$ cat config.mk
export PLATFORM = sky130hd
export DESIGN_NAME = transaction_table_tid_allocator
export DESIGN_NICKNAME = d
export VERILOG_FILES = /design/src/sv/ttta_pkg.sv /design/src/sv/ttta_ctrl.sv /design/src/sv/ttta_dp.sv /design/src/sv/transaction_table_tid_allocator.sv
export SDC_FILE = /design/constraint.sdc
export NUM_CORES = 1
export LEC_CHECK = 0
export BUFFER_PORTS_ARGS = -buffer_cell sky130_fd_sc_hd__buf_2
export CORE_MARGIN = 2
export CORE_UTILIZATION = 65
export DETAILED_ROUTE_END_ITERATION = 6
export GPL_ROUTABILITY_DRIVEN = 0
export PLACE_DENSITY = 0.82
export SYNTH_ARGS = -nofsm -noshare
export SYNTH_HDL_FRONTEND = slang
export SYNTH_SLANG_ARGS = --single-unit
$ cat constraint.sdc
create_clock -name clk -period 12.3 [get_ports clk]
set_clock_uncertainty 0.1 [all_clocks]
set_input_delay 1.23 -clock clk [delete_from_list [all_inputs] [get_ports clk]]
set_output_delay 1.23 -clock clk [all_outputs]
set_load 0.01 [all_outputs]
$ cat src/sv/ttta_pkg.sv
// ----------------------------------------------------------------------------
// ttta_pkg
// Shared command and status codes and the controller/datapath link types
// of the transaction table id allocator.
// ----------------------------------------------------------------------------
package ttta_pkg;

  // request commands
  localparam logic [2:0] CMD_FIND_ID   = 3'd0;
  localparam logic [2:0] CMD_FIND_CREF = 3'd1;
  localparam logic [2:0] CMD_INSERT    = 3'd2;
  localparam logic [2:0] CMD_FREE      = 3'd3;
  localparam logic [2:0] CMD_ASSIGN    = 3'd4;

  // result status codes
  localparam logic [2:0] ST_OK        = 3'd0;
  localparam logic [2:0] ST_NOT_FOUND = 3'd1;
  localparam logic [2:0] ST_FULL      = 3'd2;
  localparam logic [2:0] ST_NO_ID     = 3'd3;
  localparam logic [2:0] ST_BAD_SLOT  = 3'd4;

  // id allocation
  localparam logic [7:0] ID_UNASSIGNED = 8'hff;
  localparam int         ID_SPACE      = 16;
  localparam logic [3:0] ID_MOD        = 4'd7;
  localparam int         ID_TOP        = 6;

  typedef struct packed {
    logic start;
    logic walk_en;
    logic scan_en;
    logic insert_wr;
    logic free_commit;
    logic idh;
    logic deliver;
  } ctl_t;

  typedef struct packed {
    logic is_find;
    logic is_insert;
    logic is_free;
    logic is_assign;
    logic full;
    logic bad_slot;
    logic walk_done;
    logic scan_hit;
    logic out_free;
  } sts_t;

endpackage

$ cat src/sv/ttta_ctrl.sv
// ----------------------------------------------------------------------------
// ttta_ctrl
// Sequencer: takes one request, steers the datapath through the table walk,
// free-slot scan or id search, then hands the result to the output register.
// ----------------------------------------------------------------------------
module ttta_ctrl (
  input  logic            clk,
  input  logic            rst,
  input  logic            req_valid,
  output logic            req_stall,
  output ttta_pkg::ctl_t  ctl,
  input  ttta_pkg::sts_t  sts
);
  import ttta_pkg::*;

  localparam logic [2:0] S_IDLE   = 3'd0;
  localparam logic [2:0] S_DECODE = 3'd1;
  localparam logic [2:0] S_WALK   = 3'd2;
  localparam logic [2:0] S_SCAN   = 3'd3;
  localparam logic [2:0] S_IDH    = 3'd4;
  localparam logic [2:0] S_RESULT = 3'd5;

  logic [2:0] state, state_next;

  always_comb begin
    ctl        = '0;
    state_next = state;
    req_stall  = (state != S_IDLE);
    unique case (state)
      S_IDLE: begin
        if (req_valid) begin
          ctl.start  = 1'b1;
          state_next = S_DECODE;
        end
      end
      S_DECODE: begin
        priority if (sts.is_find || sts.is_assign) begin
          state_next = S_WALK;
        end else if (sts.is_free) begin
          state_next = sts.bad_slot ? S_RESULT : S_WALK;
        end else if (sts.is_insert) begin
          state_next = sts.full ? S_RESULT : S_SCAN;
        end else begin
          state_next = S_RESULT;
        end
      end
      S_WALK: begin
        ctl.walk_en = 1'b1;
        if (sts.walk_done) begin
          priority if (sts.is_free) begin
            ctl.free_commit = 1'b1;
            state_next      = S_RESULT;
          end else if (sts.is_assign) begin
            state_next = S_IDH;
          end else begin
            state_next = S_RESULT;
          end
        end
      end
      S_SCAN: begin
        ctl.scan_en = 1'b1;
        if (sts.scan_hit) begin
          ctl.insert_wr = 1'b1;
          state_next    = S_RESULT;
        end
      end
      S_IDH: begin
        ctl.idh    = 1'b1;
        state_next = S_RESULT;
      end
      S_RESULT: begin
        if (sts.out_free) begin
          ctl.deliver = 1'b1;
          state_next  = S_IDLE;
        end
      end
      default: begin
        state_next = S_IDLE;
      end
    endcase
  end

  always_ff @(posedge clk) begin
    if (rst) begin
      state <= S_IDLE;
    end else begin
      state <= state_next;
    end
  end

endmodule

$ cat src/sv/ttta_dp.sv
// ----------------------------------------------------------------------------
// ttta_dp
// Datapath: entry memories, insertion order list, walk pipeline, free-slot
// scan, used-id mask with circular id search, and the output register.
// ----------------------------------------------------------------------------
module ttta_dp #(
  parameter int ENTRIES = 16
) (
  input  logic            clk,
  input  logic            rst,
  input  ttta_pkg::ctl_t  ctl,
  output ttta_pkg::sts_t  sts,
  input  logic [2:0]      command,
  input  logic [3:0]      protocol,
  input  logic [7:0]      txn_id,
  input  logic [31:0]     call_reference,
  input  logic            flag_bit,
  input  logic [3:0]      slot,
  output logic            rsp_valid,
  input  logic            rsp_stall,
  output logic [2:0]      status,
  output logic [3:0]      slot_out,
  output logic [3:0]      assigned_id
);
  import ttta_pkg::*;

  localparam int SW = $clog2(ENTRIES);
  localparam int CW = $clog2(ENTRIES + 1);

  // latched request
  logic [2:0]  cmd_q;
  logic [3:0]  proto_q;
  logic [7:0]  tid_q;
  logic [31:0] cref_q;
  logic        flag_q;
  logic [3:0]  slot_q;
  logic        full_q;
  logic        bad_q;

  logic [ENTRIES-1:0] valid;
  logic [CW-1:0]      count;

  logic [SW-1:0] order_mem [ENTRIES];
  logic [3:0]    prot_mem  [ENTRIES];
  logic [7:0]    id_mem    [ENTRIES];
  logic [31:0]   cref_mem  [ENTRIES];
  logic [SW-1:0] order_q;
  logic [3:0]    prot_rd;
  logic [7:0]    id_rd;
  logic [31:0]   cref_rd;

  // walk pipeline: order read, entry read, compare
  logic [CW-1:0] k;
  logic          v1, v2;
  logic [SW-1:0] k1, s2;
  logic          issue;
  logic          hit_q, shift_q;
  logic [SW-1:0] hit_slot;

  logic [ID_SPACE-1:0] used;
  logic [2:0]          h_c, h_q;
  logic [SW-1:0]       f;
  logic [SW-1:0]       slot_idx;

  logic        is_find, is_free, is_assign;
  logic        match, use_ok;
  logic        sel_found;
  logic [3:0]  sel_id;
  logic [2:0]  res_status;
  logic [3:0]  res_slot, res_id;
  logic        shift_wr;

  assign slot_idx  = SW'(slot_q);
  assign is_find   = (cmd_q == CMD_FIND_ID) || (cmd_q == CMD_FIND_CREF);
  assign is_free   = (cmd_q == CMD_FREE);
  assign is_assign = (cmd_q == CMD_ASSIGN);
  assign issue     = ctl.walk_en && (k < count);
  assign shift_wr  = ctl.walk_en && v1 && shift_q;

  assign match = (cmd_q == CMD_FIND_ID) ? ((prot_rd == proto_q) && (id_rd == tid_q))
                                        : (cref_rd == cref_q);
  assign use_ok = (prot_rd == proto_q) && (id_rd != ID_UNASSIGNED) &&
                  (id_rd < 8'(ID_SPACE));

  always_comb begin
    sts.is_find   = is_find;
    sts.is_insert = (cmd_q == CMD_INSERT);
    sts.is_free   = is_free;
    sts.is_assign = is_assign;
    sts.full      = full_q;
    sts.bad_slot  = bad_q;
    sts.walk_done = (is_find && hit_q) || ((k == count) && !v1 && !v2);
    sts.scan_hit  = !valid[f];
    sts.out_free  = !rsp_valid || !rsp_stall;
  end

  // control state
  always_ff @(posedge clk) begin
    if (rst) begin
      valid     <= '0;
      count     <= '0;
      k         <= '0;
      v1        <= 1'b0;
      v2        <= 1'b0;
      hit_q     <= 1'b0;
      shift_q   <= 1'b0;
      rsp_valid <= 1'b0;
    end else begin
      if (ctl.insert_wr) begin
        valid[f] <= 1'b1;
        count    <= count + 1'b1;
      end
      if (ctl.free_commit) begin
        valid[slot_idx] <= 1'b0;
        count           <= count - 1'b1;
      end
      if (ctl.start) begin
        k       <= '0;
        v1      <= 1'b0;
        v2      <= 1'b0;
        hit_q   <= 1'b0;
        shift_q <= 1'b0;
      end else if (ctl.walk_en) begin
        if (issue) begin
          k <= k + 1'b1;
        end
        v1 <= issue;
        v2 <= v1;
        if (v1 && is_free && !shift_q && (order_q == slot_idx)) begin
          shift_q <= 1'b1;
        end
        if (v2 && is_find && !hit_q && match) begin
          hit_q <= 1'b1;
        end
      end
      if (ctl.deliver) begin
        rsp_valid <= 1'b1;
      end else if (!rsp_stall) begin
        rsp_valid <= 1'b0;
      end
    end
  end

  // payload
  always_ff @(posedge clk) begin
    if (ctl.start) begin
      cmd_q   <= command;
      proto_q <= protocol;
      tid_q   <= txn_id;
      cref_q  <= call_reference;
      flag_q  <= flag_bit;
      slot_q  <= slot;
      full_q  <= (count == CW'(ENTRIES));
      bad_q   <= (32'(slot) >= 32'(ENTRIES)) || !valid[SW'(slot)];
      used    <= '0;
      f       <= '0;
    end else begin
      if (ctl.walk_en && v2 && is_assign && use_ok) begin
        used[id_rd[3:0]] <= 1'b1;
      end
      if (ctl.scan_en && valid[f]) begin
        f <= f + 1'b1;
      end
    end
    if (issue) begin
      k1 <= SW'(k);
    end
    if (ctl.walk_en && v1) begin
      s2 <= order_q;
    end
    if (ctl.walk_en && v2 && is_find && !hit_q && match) begin
      hit_slot <= s2;
    end
    if (ctl.idh) begin
      h_q <= h_c;
    end
    if (ctl.deliver) begin
      status      <= res_status;
      slot_out    <= res_slot;
      assigned_id <= res_id;
    end
  end

  // insertion order list
  always_ff @(posedge clk) begin
    if (ctl.insert_wr) begin
      order_mem[SW'(count)] <= f;
    end else if (shift_wr) begin
      order_mem[k1 - 1'b1] <= order_q;
    end
    order_q <= order_mem[SW'(k)];
  end

  // entry fields
  always_ff @(posedge clk) begin
    if (ctl.insert_wr) begin
      prot_mem[f] <= proto_q;
      id_mem[f]   <= tid_q;
      cref_mem[f] <= cref_q;
    end
    prot_rd <= prot_mem[order_q];
    id_rd   <= id_mem[order_q];
    cref_rd <= cref_mem[order_q];
  end

  // highest used id from 1 to ID_TOP, in the flagged or plain half
  always_comb begin
    h_c = 3'd0;
    for (int i = 1; i <= ID_TOP; i++) begin
      if (used[{flag_q, 3'(i)}]) begin
        h_c = 3'(i);
      end
    end
  end

  // circular search from h, first free candidate wins
  always_comb begin
    logic [3:0] tsum;
    sel_found = 1'b0;
    sel_id    = '0;
    for (int i = ID_TOP; i >= 0; i--) begin
      tsum = {1'b0, h_q} + 4'(i);
      if (tsum >= ID_MOD) begin
        tsum = tsum - ID_MOD;
      end
      if (!used[{flag_q, tsum[2:0]}]) begin
        sel_found = 1'b1;
        sel_id    = {flag_q, tsum[2:0]};
      end
    end
  end

  always_comb begin
    res_status = ST_OK;
    res_slot   = '0;
    res_id     = '0;
    unique case (cmd_q)
      CMD_FIND_ID, CMD_FIND_CREF: begin
        if (hit_q) begin
          res_slot = 4'(hit_slot);
        end else begin
          res_status = ST_NOT_FOUND;
        end
      end
      CMD_INSERT: begin
        if (full_q) begin
          res_status = ST_FULL;
        end else begin
          res_slot = 4'(f);
        end
      end
      CMD_FREE: begin
        if (bad_q) begin
          res_status = ST_BAD_SLOT;
        end
      end
      CMD_ASSIGN: begin
        if (sel_found) begin
          res_id = sel_id;
        end else begin
          res_status = ST_NO_ID;
        end
      end
      default: begin
        res_status = ST_OK;
      end
    endcase
  end

endmodule

$ cat src/sv/transaction_table_tid_allocator.sv
// ----------------------------------------------------------------------------
// transaction_table_tid_allocator
// Transaction table with lookup, insert, free and transaction id assignment.
// ----------------------------------------------------------------------------
// Usage:
//   request channel  req_valid / req_stall with command, protocol, txn_id,
//                    call_reference, flag_bit and slot; one request at a time
//   response channel rsp_valid / rsp_stall with status, slot_out and
//                    assigned_id; exactly one response per request
// Find, free and assign id walk the insertion order list, one entry per
// cycle; a find stops early on a hit, and assign id then searches for a
// free id. Insert scans for the lowest free slot. A full table, a bad
// slot or any other command goes straight to the result. Each walked
// entry passes an order memory read and an entry memory read before its
// compare. The next request is taken in the cycle after the response is
// loaded.
// The response sits in an output register; the next request is taken while
// it waits. A stalled response holds until taken, and a request that
// finishes meanwhile waits in the sequencer with req_stall high.
// Reset empties the table at once; no clearing pass.
// ----------------------------------------------------------------------------
module transaction_table_tid_allocator #(
  parameter int ENTRIES = 16
) (
  input  logic        clk,
  input  logic        rst,
  input  logic        req_valid,
  output logic        req_stall,
  input  logic [2:0]  command,
  input  logic [3:0]  protocol,
  input  logic [7:0]  txn_id,
  input  logic [31:0] call_reference,
  input  logic        flag_bit,
  input  logic [3:0]  slot,
  output logic        rsp_valid,
  input  logic        rsp_stall,
  output logic [2:0]  status,
  output logic [3:0]  slot_out,
  output logic [3:0]  assigned_id
);
  import ttta_pkg::*;

  ctl_t ctl;
  sts_t sts;

  ttta_ctrl u_ctrl (
    .clk       (clk),
    .rst       (rst),
    .req_valid (req_valid),
    .req_stall (req_stall),
    .ctl       (ctl),
    .sts       (sts)
  );

  ttta_dp #(
    .ENTRIES (ENTRIES)
  ) u_dp (
    .clk            (clk),
    .rst            (rst),
    .ctl            (ctl),
    .sts            (sts),
    .command        (command),
    .protocol       (protocol),
    .txn_id         (txn_id),
    .call_reference (call_reference),
    .flag_bit       (flag_bit),
    .slot           (slot),
    .rsp_valid      (rsp_valid),
    .rsp_stall      (rsp_stall),
    .status         (status),
    .slot_out       (slot_out),
    .assigned_id    (assigned_id)
  );

endmodule
After elaboration in Yosys (flattened, before gate mapping)
Memory sizes are Yosys's and may differ from the RTL's. A register that Yosys moved wholly into a read port is not among the register bits.
Index checks and enable logic that the tools add are counted.
- memories kept: 4
- output and inout port bits: 13
- bits in registers: 134
- logic and storage cells: 261
- bits of input ports: 56
- RAM bits: 768
- memories (memory ; words ; width ; read ports ; clocked after memory_dff ; wr ports ; line ; RTL):
    u_dp.cref_mem ; 16 ; 32 ; 1 ; 1 ; 1 ; ttta_dp.sv:46 ; logic [31:0] cref_mem [ENTRIES];
    u_dp.id_mem ; 16 ; 8 ; 1 ; 1 ; 1 ; ttta_dp.sv:45 ; logic [7:0] id_mem [ENTRIES];
    u_dp.order_mem ; 16 ; 4 ; 1 ; 1 ; 1 ; ttta_dp.sv:43 ; logic [SW-1:0] order_mem [ENTRIES];
    u_dp.prot_mem ; 16 ; 4 ; 1 ; 1 ; 1 ; ttta_dp.sv:44 ; logic [3:0] prot_mem [ENTRIES];
- equality and inequality tests: 21
- multiplexer cells: 109
- $lt $le $gt $ge: 29
- reductions and logical operators: 49
- add/sub/neg operators: 18
- bitwise logic cells: 4
- operators with widths (kind ; number):
    < comparator 4 x 5 -> 1 bit, second input constant ; 17
    2-to-1 mux 1 bit ; 54
    2-to-1 mux 3 bit ; 17
    2-to-1 mux 16 bit ; 3
    2-to-1 mux 4 bit ; 11
    binary-select mux 1 bit (select 4 bit) ; 9
    equality test 32 bit ; 1
    bitwise OR 16 bit ; 2
    logical AND 1 bit ; 25
    greater-or-equal comparator 4 x 3 -> 1 bit, second input constant ; 6
    subtractor 3 bit, second input constant ; 7
    one-hot mux 3 bit (6 select lines) ; 1
    AND 16 bit ; 1
    NOT 16 bit ; 1
    2-to-1 mux 2 bit ; 7
    adder 3 x 3 -> 4 bit, second input constant ; 3
    demux 1 bit (select 4 bit) ; 3
    equality test 3 x 2 -> 1 bit, second input constant ; 4
    greater-or-equal comparator 4 x 1 -> 1 bit, second input constant ; 3
    one-hot mux 3 bit (4 select lines) ; 1
    adder 5 x 1 -> 5 bit, second input constant ; 2
    2-to-1 mux 5 bit ; 2
    equality test 3 bit, second input constant ; 3
    adder 3 x 2 -> 4 bit, second input constant ; 2
    other kinds (26) ; 45

Logic depth before layout (Yosys ltp)
Gate-level depths: netlist of run 1.
- depth in word-level cells: 14
- mapped depth: 16
- depth with buffers taken out: 14

Cells and area by module
From an unflattened synthesis of run 1, not the netlist that was laid out.
- cells, all modules: 1981
- area, all modules: 38164.1 sq um
- modules (own cells, without submodules) (module ; area each (sq um) ; cells an instance ; times used):
    ttta_dp ; 37823.8 ; 1938 ; 1
    ttta_ctrl ; 340.3 ; 43 ; 1

Least setup slack after synthesis of run 1
No wires, ideal clock.
- kind: register to register
- start: reg u_dp.f[0]
- end: mem u_dp.cref_mem[2][0] (enable)
- data required time: 11.698 ns
- arrival: 5.273 ns
- slack: 6.425 ns
- stages on the path, launching flop included: 7
- library setup time: 0.502 ns
- cells stage by stage: dfxtp_1 -> clkbuf_1 -> mux4_2 -> mux4_2 -> nor2_1 -> nand2_1 -> nor3_1
- word-level cells in the longest chain between the ends: 6
- RTL lines (element ; line ; RTL):
    start: declaration ; ttta_dp.sv:62 ; logic [SW-1:0] f;
    start signal: assignment ; ttta_dp.sv:162 ; f <= f + 1'b1;
    binary-select mux 1 bit (select 4 bit) ; ttta_dp.sv:93 ; sts.scan_hit = !valid[f];
    2-to-1 mux 1 bit (not written as such) ; ttta_dp.sv:93 ;
    2-to-1 mux 1 bit ; ttta_ctrl.sv:62 ; if (sts.scan_hit) begin
    2-to-1 mux 2 bit ; ttta_ctrl.sv:29 ; unique case (state)
    2-to-1 mux 1 bit ; ttta_dp.sv:196 ; if (ctl.insert_wr) begin
    2-to-1 mux 1 bit (not written as such) ; ttta_dp.sv:199 ; cref_mem[f] <= cref_q;
    end: declaration ; ttta_dp.sv:46 ;
Parallel ways exist; a longest one is shown, timed or not. The select of a mux whose other input is x is not followed.

Worst setup path after layout of run 1
- start: reg u_dp.h_q[0]
- end: reg u_dp.assigned_id[2], data pin
- word-level cells in the longest chain between the ends: 13
- elaborated cells on any way between the ends: 56
- RTL lines (element ; line ; RTL):
    start: declaration ; ttta_dp.sv:61 ; logic [2:0] h_c, h_q;
    start signal: assignment ; ttta_dp.sv:175 ; h_q <= h_c;
    adder 3 x 3 -> 4 bit ; ttta_dp.sv:222 ; tsum = {1'b0, h_q} + 4'(i);
    greater-or-equal comparator 4 x 3 -> 1 bit or subtractor 3 bit (tied branches) ; ttta_dp.sv:223, ttta_dp.sv:224 ;
    2-to-1 mux 3 bit ; ttta_dp.sv:223 ; if (tsum >= ID_MOD) begin
    binary-select mux 1 bit (select 4 bit) ; ttta_dp.sv:226 ; if (!used[{flag_q, tsum[2:0]}]) begin
    2-to-1 mux 1 bit (not written as such) ; ttta_dp.sv:226 ;
    2-to-1 mux 1 bit (7 in series) ; ttta_dp.sv:226 ;
    AND reduction 2 bit (no line) ; - ;
    end signal: assignment ; ttta_dp.sv:180 ; assigned_id <= res_id;
    end: declaration ; ttta_dp.sv:23 ; output logic [3:0] assigned_id
Parallel ways exist; a longest one is shown, timed or not. The select of a mux whose other input is x is not followed.
A chain may end at the register's enable or synchronous reset.

==> metrics, run 1 <==
outcome complete, but fails checks; violated checks DRC; PortBufs 68; Final Max Tran Viols 0; post-DP HPWL ~47000 um; Reg2Reg Depth 11; overall power 0.00727 W; clk slew on worst S/H paths 60 ps; Initial Utilization ~66%; CP Max Fanout just under 50; final setup vio count 0; antenna-violating nets left 0; fillers 3183; register area between 20000 and 30000 um2; initial DRC count 3075; ys flop type edfxtp_1; root buffer cell clkbuf_16; Slew @ Worst Pin ~1200 ps; crit path capture type flip-flop; Final nets 2161; drt first pass iters 7; Worst Hold Launch u_dp.s2[3]; worst r2r src u_dp.h_q[0]; vias in the first global route 20900; FF-to-FF setup slack a little over 7000 ps; Ports 69; Clk Latency, worst-skew pair between 600 and 700 ps; ys async rst share 0%; max capacitance violation total 0; overall global routing resource usage 30.3%; P per Cell Area around 170 nW/um2; layout cells sized above 1 25.7%; Seq/Total Area, Yosys ~72%; Inserted Clock Buffers slightly above 90; Hold Vio Cnt, Final 0; area of the multi-input gates 10300 um2; Net Count, Synth 2071; #FFs+latches synth 950; minimum clock period 5070 ps; Peak Freq 197 MHz; TritonCTS Sinks 950; VDD IR max 172 uV; R2R Path End u_dp.assigned_id[2]; initial antenna violation count 2; met3 wire length 8800 um; die extent in y approximately 250 um; Post-Syn Instances 1987; Worst Path Required 12570 ps; WL met2 44700 um; wire per inst 30.6 um; core area roughly 58000 um2; Ys Warns 0; CP arrival 5340 ps; startpoint types flip-flop; postcts setup bufs 0; Avg Cell Area, Syn 19.3 um2; CTS tree built; depth of the CTS H-tree 3; Clock Path Buffers 3; leakage power 13.7 nW; Worst Hold End u_dp.hit_slot[3]; total number of vias 20500; Resized Gates After CTS 0; Post-synth EDFFs 848; Die Width 247 um; Slew HR 16.3%; metal1 wirelength between 30000 and 40000 um; DRC 23; period utilisation layout 41.2%; Routed WL just under 90000 um; Vias/cell 7.02; CP Class flip-flop to flip-flop; global-route wire length before repair 133000 um; row count 88; die area 60800 um2; Final TNS setup 0 ps; Synth-to-Final Area Change 11.4%; global route overflow 0; RSZ-0062 raised after global routing no; Worst Hold Class flip-flop to flip-flop; worst hold stages 0; Mapped Area 38300 um2; largest net degree at the start of global routing 119; uppermost layer routed met5; number of hold buffers added after CTS 0; post-synth cell types 83
## layer usage
layer,track usage [%],vias up
li1,-,8324
met1,41.2,10500
met2,49.6,1401
met3,5.98,271
met4,11.2,2
met5,0,-
## worst max-delay path by stage
stage                     endpoint        start  depth (start not counted)  slack, ps
2_1_floorplan  u_dp.cref_mem[2][0]    u_dp.f[0]                          6       6430
3_5_place_dp   u_dp.assigned_id[1]  u_dp.h_q[0]                         11       7500
6_report       u_dp.assigned_id[2]  u_dp.h_q[0]                         11       7230
5_1_grt        u_dp.assigned_id[2]  u_dp.h_q[0]                         11       7070
4_1_cts        u_dp.assigned_id[2]  u_dp.h_q[0]                         11       7420
3_3_place_gp   u_dp.assigned_id[1]  u_dp.h_q[0]                         11       7740
## critical path: stages, from the launching register on
cell	delay [ps]
edfxtp_1	330
buf_4	420
inv_1	260
ha_1	1050
mux2_2	340
o22ai_1	90
and3_1	210
a2111oi_1	660
a211oi_1	240
or2_4	320
o41ai_1	620
a211oi_1	110
## cell type report
| class | instances | share of cell area [%] |
|---|---|---|
| Sequential cell | 950 | 64.6 |
| Multi-Input combinational cell | 890 | 24.1 |
| Clock buffer | 124 | 6.02 |
| Tap cell | 765 | 2.25 |
| Timing Repair Buffer | 99 | 1.37 |
| Clock inverter | 47 | 1.26 |
| Inverter | 45 | 0.396 |
| Antenna cell | 1 | 0.00587 |
## placed cells by master, fill, tap and decap left out, types with 10 or more instances in the layout
cell / Yosys / final
edfxtp_1: 848 / 848
mux4_2: 261 / 261
nor2_1: 113 / 100
dfxtp_1: 102 / 98
clkbuf_16: 0 / 94
buf_2: 8 / 68
a21oi_1: 49 / 49
nand2_1: 47 / 47
inv_1: 43 / 43
xor2_1: 41 / 41
buf_4: 3 / 30
mux2i_1: 26 / 26
xnor2_1: 26 / 26
ha_1: 26 / 26
a211oi_1: 25 / 25
nor3_1: 25 / 21
clkbuf_1: 63 / 20
nand2b_1: 19 / 19
o21ai_0: 17 / 16
nor2b_1: 14 / 14
clkinv_1: 2 / 14
mux2_2: 13 / 13
nor2_4: 0 / 13
clkinv_2: 0 / 13
nor4_1: 12 / 12
nand3_1: 10 / 10
clkbuf_8: 0 / 10
bufinv_16: 0 / 10
## kinds of logic (layout without fill, tap and decap cells)
| logic type | after synthesis | after routing | share of synthesized area [%] |
|---|---|---|---|
| buffers and inverters | 147 | 315 | 1.56 |
| adder cells (fa/ha/maj) | 28 | 28 | 0.955 |
| XOR/XNOR | 68 | 68 | 1.58 |
| AND/OR/NAND/NOR | 301 | 301 | 3.99 |
| flip-flops | 950 | 950 | 71.9 |
| AO/OA/AOI/OAI | 193 | 193 | 3.61 |
| multiplexers | 300 | 300 | 16.4 |
| other | 0 | 1 | 0 |
## metrics by stage
step,hold slack [ps],cell area [um2],std cells,setup WS (ps),utilization (%)
final,312,42600,2921,7230,73.6
after global routing,324,42600,2921,7070,73.6
after CTS,317,42600,2920,7420,73.6
after detailed placement,307,39500,2749,7500,68.2
after global placement,304,39500,2749,7740,68.2
after floorplan,300,38300,1987,6430,-
## synthesized netlist by cell type (4+ instances only)
library cell | n | area (um2)
mux2i_1 | 26 | 260
or2_2 | 4 | 25.0
or3_1 | 6 | 37.5
a21o_1 | 4 | 30.0
a31oi_1 | 6 | 37.5
nor3_1 | 25 | 125
o21ai_0 | 17 | 85.1
a2111oi_0 | 8 | 70.1
nand4_1 | 8 | 50.1
dfxtp_1 | 102 | 2040
a22oi_1 | 5 | 37.5
buf_1 | 25 | 93.8
and2_1 | 6 | 37.5
a311oi_1 | 7 | 61.3
a221oi_1 | 4 | 35.0
a22o_1 | 5 | 43.8
or3b_2 | 5 | 43.8
a32oi_1 | 4 | 35.0
nor2b_1 | 14 | 87.6
nor4_1 | 12 | 75.1
edfxtp_1 | 848 | 25500
o211ai_1 | 5 | 37.5
ha_1 | 26 | 325
a21oi_1 | 49 | 245
xnor2_1 | 26 | 228
o311ai_0 | 6 | 52.6
nand3b_1 | 4 | 30.0
a211oi_1 | 25 | 188
nand2_1 | 47 | 176
inv_1 | 43 | 161
and3_1 | 7 | 43.8
nand3_1 | 10 | 50.1
or4_1 | 4 | 30.0
clkbuf_1 | 63 | 236
o32ai_1 | 7 | 61.3
xor2_1 | 41 | 359
nand2b_1 | 19 | 119
mux4_2 | 261 | 5880
buf_2 | 8 | 40.0
mux2_2 | 13 | 146
nor2_1 | 113 | 424
## power breakdown
part / internal (W) / switching (W)
registers: 0.00367 / 0.000156
logic: 0.000232 / 0.000328
clock network: 0.00168 / 0.00120
total: 0.00558 / 0.00169
## registers in the layout, summed over array words and instances, names as in the netlist, 5 cells and up
register and cells:
u_dp.cref_q 32, u_dp.valid 16, u_dp.tid_q 8, u_dp.cref_mem 512, u_dp.prot_mem 64, u_dp.order_mem 64
u_dp.id_mem 128, u_dp.k 5, u_dp.cref_rd 32, u_dp.id_rd 8, u_dp.count 5, u_dp.used 16
Power figures use the tool's default switching activity.
==> run 2, diff against run 1 <==
- CORE_UTILIZATION: 65 -> 56
- PLACE_DENSITY: 0.82 -> 0.75
- clock period: 12.3 -> 4.1 ns (I/O delays scaled with it)
==> run 2 against run 1 <==
Net effect:
- the flow still finishes with violations (DRC)
- sequential cell count did not move
- design area rose by 3.4%
- die area rose by 16%
- routed wire length fell by 1.8%
- combinational power rose to 3.3 times the previous value
- worst hold slack got worse by 270 ps
- sequential power rose to 3.0 times the previous value
- clock power rose to 3.1 times the previous value
- register-to-register slack got worse by 7000 ps
- clock-buffer cell count fell by 4
==> metrics, run 2 (synthesized netlist as in run 1, its figures left out) <==
outcome complete, but fails checks (unchanged); violated checks DRC (unchanged); overall power 0.0221 W (was 0.00727 W); largest net degree at the start of global routing 53 (was 119); period utilisation layout 95.1% (was 41.2%); Core Util, Final 65.4% (was 73.6%); clk slew on worst S/H paths 60 ps (about the same); initial antenna violation count 3 (was 2); initial DRC count 2785 (was 3075); Slew HR 28.9% (was 16.3%); core area 67400 um2 (was 57900 um2); Worst Hold Class input pin to flip-flop (was flip-flop to flip-flop); CP Class flip-flop to flip-flop (unchanged); TritonCTS Sinks 950 (unchanged); Vias/cell 6.51 (was 7.02); Worst Path Required 4430 ps (was 12570 ps); P per Cell Area 503 nW/um2 (was 171 nW/um2); Hold WS 37.2 ps (was 312 ps); layout cells sized above 1 27.2% (was 25.7%); Design Area, Final 44100 um2 (was 42600 um2); overall global routing resource usage 25.3% (was 30.3%); biggest regs u_dp.cref_mem: 512 flops, u_dp.id_mem: 128 flops (unchanged); most frequent cells in the layout edfxtp_1 (848), mux4_2 (261), nor2_1 (99) (was edfxtp_1 (848), mux4_2 (261), nor2_1 (100)); Slew @ Worst Pin 1070 ps (was 1240 ps); RSZ-0062 raised after global routing no (unchanged); fillers 4217 (was 3183); CP arrival 4230 ps (was 5340 ps); crit path capture type flip-flop (unchanged); Die Width 265 um (was 247 um); wire per inst 28.1 um (was 30.6 um); DRC 1 (was 23); max FFs per register 512 (unchanged); CTS tree built (unchanged); register area 27500 um2 (unchanged); Initial Utilization 56.8% (was 66.1%); Final nets 2255 (was 2161); antenna-violating nets left 0 (unchanged); die extent in y 265 um (was 247 um); Synth-to-Final Area Change 15.2% (was 11.4%); area of the multi-input gates 10400 um2 (was 10300 um2); worst slack at placement 49.0 ps (was 7500 ps); leakage power 14.3 nW (was 13.7 nW); Ports 69 (unchanged); Placed Area 40200 um2 (was 39500 um2); Clock Path Buffers 3 (unchanged); total number of vias 20300 (was 20500); postcts setup bufs 0 (unchanged); global route overflow 0 (unchanged); Biggest register u_dp.cref_mem (unchanged); Clk Latency, worst-skew pair 650 ps (was 660 ps); post-DP HPWL 48400 um (was 47000 um); root buffer cell clkbuf_16 (unchanged); final setup margin 201 ps (was 7230 ps); Peak Freq 256 MHz (was 197 MHz); Hold Vio Cnt, Final 0 (unchanged); PortBufs 68 (unchanged); row count 95 (was 88); vias in the first global route 20900 (about the same); Routed WL 87700 um (was 89300 um); CP Max Fanout 15 (was 49); global-route wire length before repair 132000 um (was 133000 um); Final Max Tran Viols 0 (unchanged); minimum clock period 3900 ps (was 5070 ps); VDD IR max 339 uV (was 172 uV); drt first pass iters 7 (unchanged); startpoint types flip-flop (unchanged); die area 70400 um2 (was 60800 um2); Inserted Clock Buffers 93 (was 91); most common cell after layout, fill and taps aside edfxtp_1 (unchanged); depth of the CTS H-tree 3 (unchanged); final setup vio count 0 (unchanged); max capacitance violation total 0 (unchanged)
## run 2: changes by cell type in the layout (fill, tap and decap cells not counted), sizes merged, moves of 2 or more
| cell | change |
|---|---|
| dlygate4sd3 | +52 |
| buf | +40 |
| bufinv | +4 |
| clkbuf | -4 |
| clkinv | +4 |
| clkinvlp | -2 |
| diode | +2 |
## run 2: layout make-up
| class | instances | share of cell area (%) |
|---|---|---|
| Tap cell | 873 | 2.48 |
| Timing Repair Buffer | 191 | 3.79 |
| Sequential cell | 950 | 62.4 |
| Inverter | 45 | 0.383 |
| Multi-Input combinational cell | 890 | 23.6 |
| Antenna cell | 3 | 0.0170 |
| Clock buffer | 120 | 5.79 |
| Clock inverter | 52 | 1.54 |
## run 2: worst max-delay path, stage by stage, from the launching register on
cell and delay (ps):
edfxtp_1 420, inv_1 170, ha_2 570, buf_4 240
nor2_1 110, a32oi_1 570, mux4_2 340, mux2i_1 70
mux2i_1 250, nand2_1 140, or4_4 550, o32ai_1 160
## run 2: final timing paths
| path | from | end | slack [ps] | cells past startpoint |
|---|---|---|---|---|
| min | slot[0] | u_dp.slot_idx[0] | 40 | 1 |
| min reg2reg | u_dp.s2[2] | u_dp.hit_slot[2] | 330 | 0 |
| max | u_dp.h_q[0] | u_dp.status[0] | 200 | 11 |
| max reg2reg | u_dp.h_q[0] | u_dp.status[0] | 200 | 11 |
## run 2: per-stage QoR
stage	TNS [ps]	cells
2_1_floorplan	-381240	1987
3_3_place_gp	0	2897
3_5_place_dp	0	2897
4_1_cts	0	3121
5_1_grt	0	3122
6_report	0	3124
## run 2: routing by layer
metal / up-vias / wire length, um / track usage, %
met5: - / 0 / 0
met4: 0 / 2610 / 8.26
met3: 189 / 7330 / 4.21
met2: 1090 / 43500 / 41.5
met1: 10500 / 34300 / 35.2
li1: 8518 / - / -
## run 2: power by group
group | switching [W] | internal (W) | total, W | leakage [nW]
registers | 0.000448 | 0.0110 | 0.0114 | 8.50
logic | 0.00103 | 0.000799 | 0.00183 | 4.17
clock network | 0.00357 | 0.00530 | 0.00887 | 1.58
total | 0.00505 | 0.0171 | 0.0221 | 14.3
## run 2: repair_timing
action	CTS	global route
gates resized for setup	0	15
hold endpoints to repair	52	0
setup endpoints to repair	0	5
hold buffers	52	0
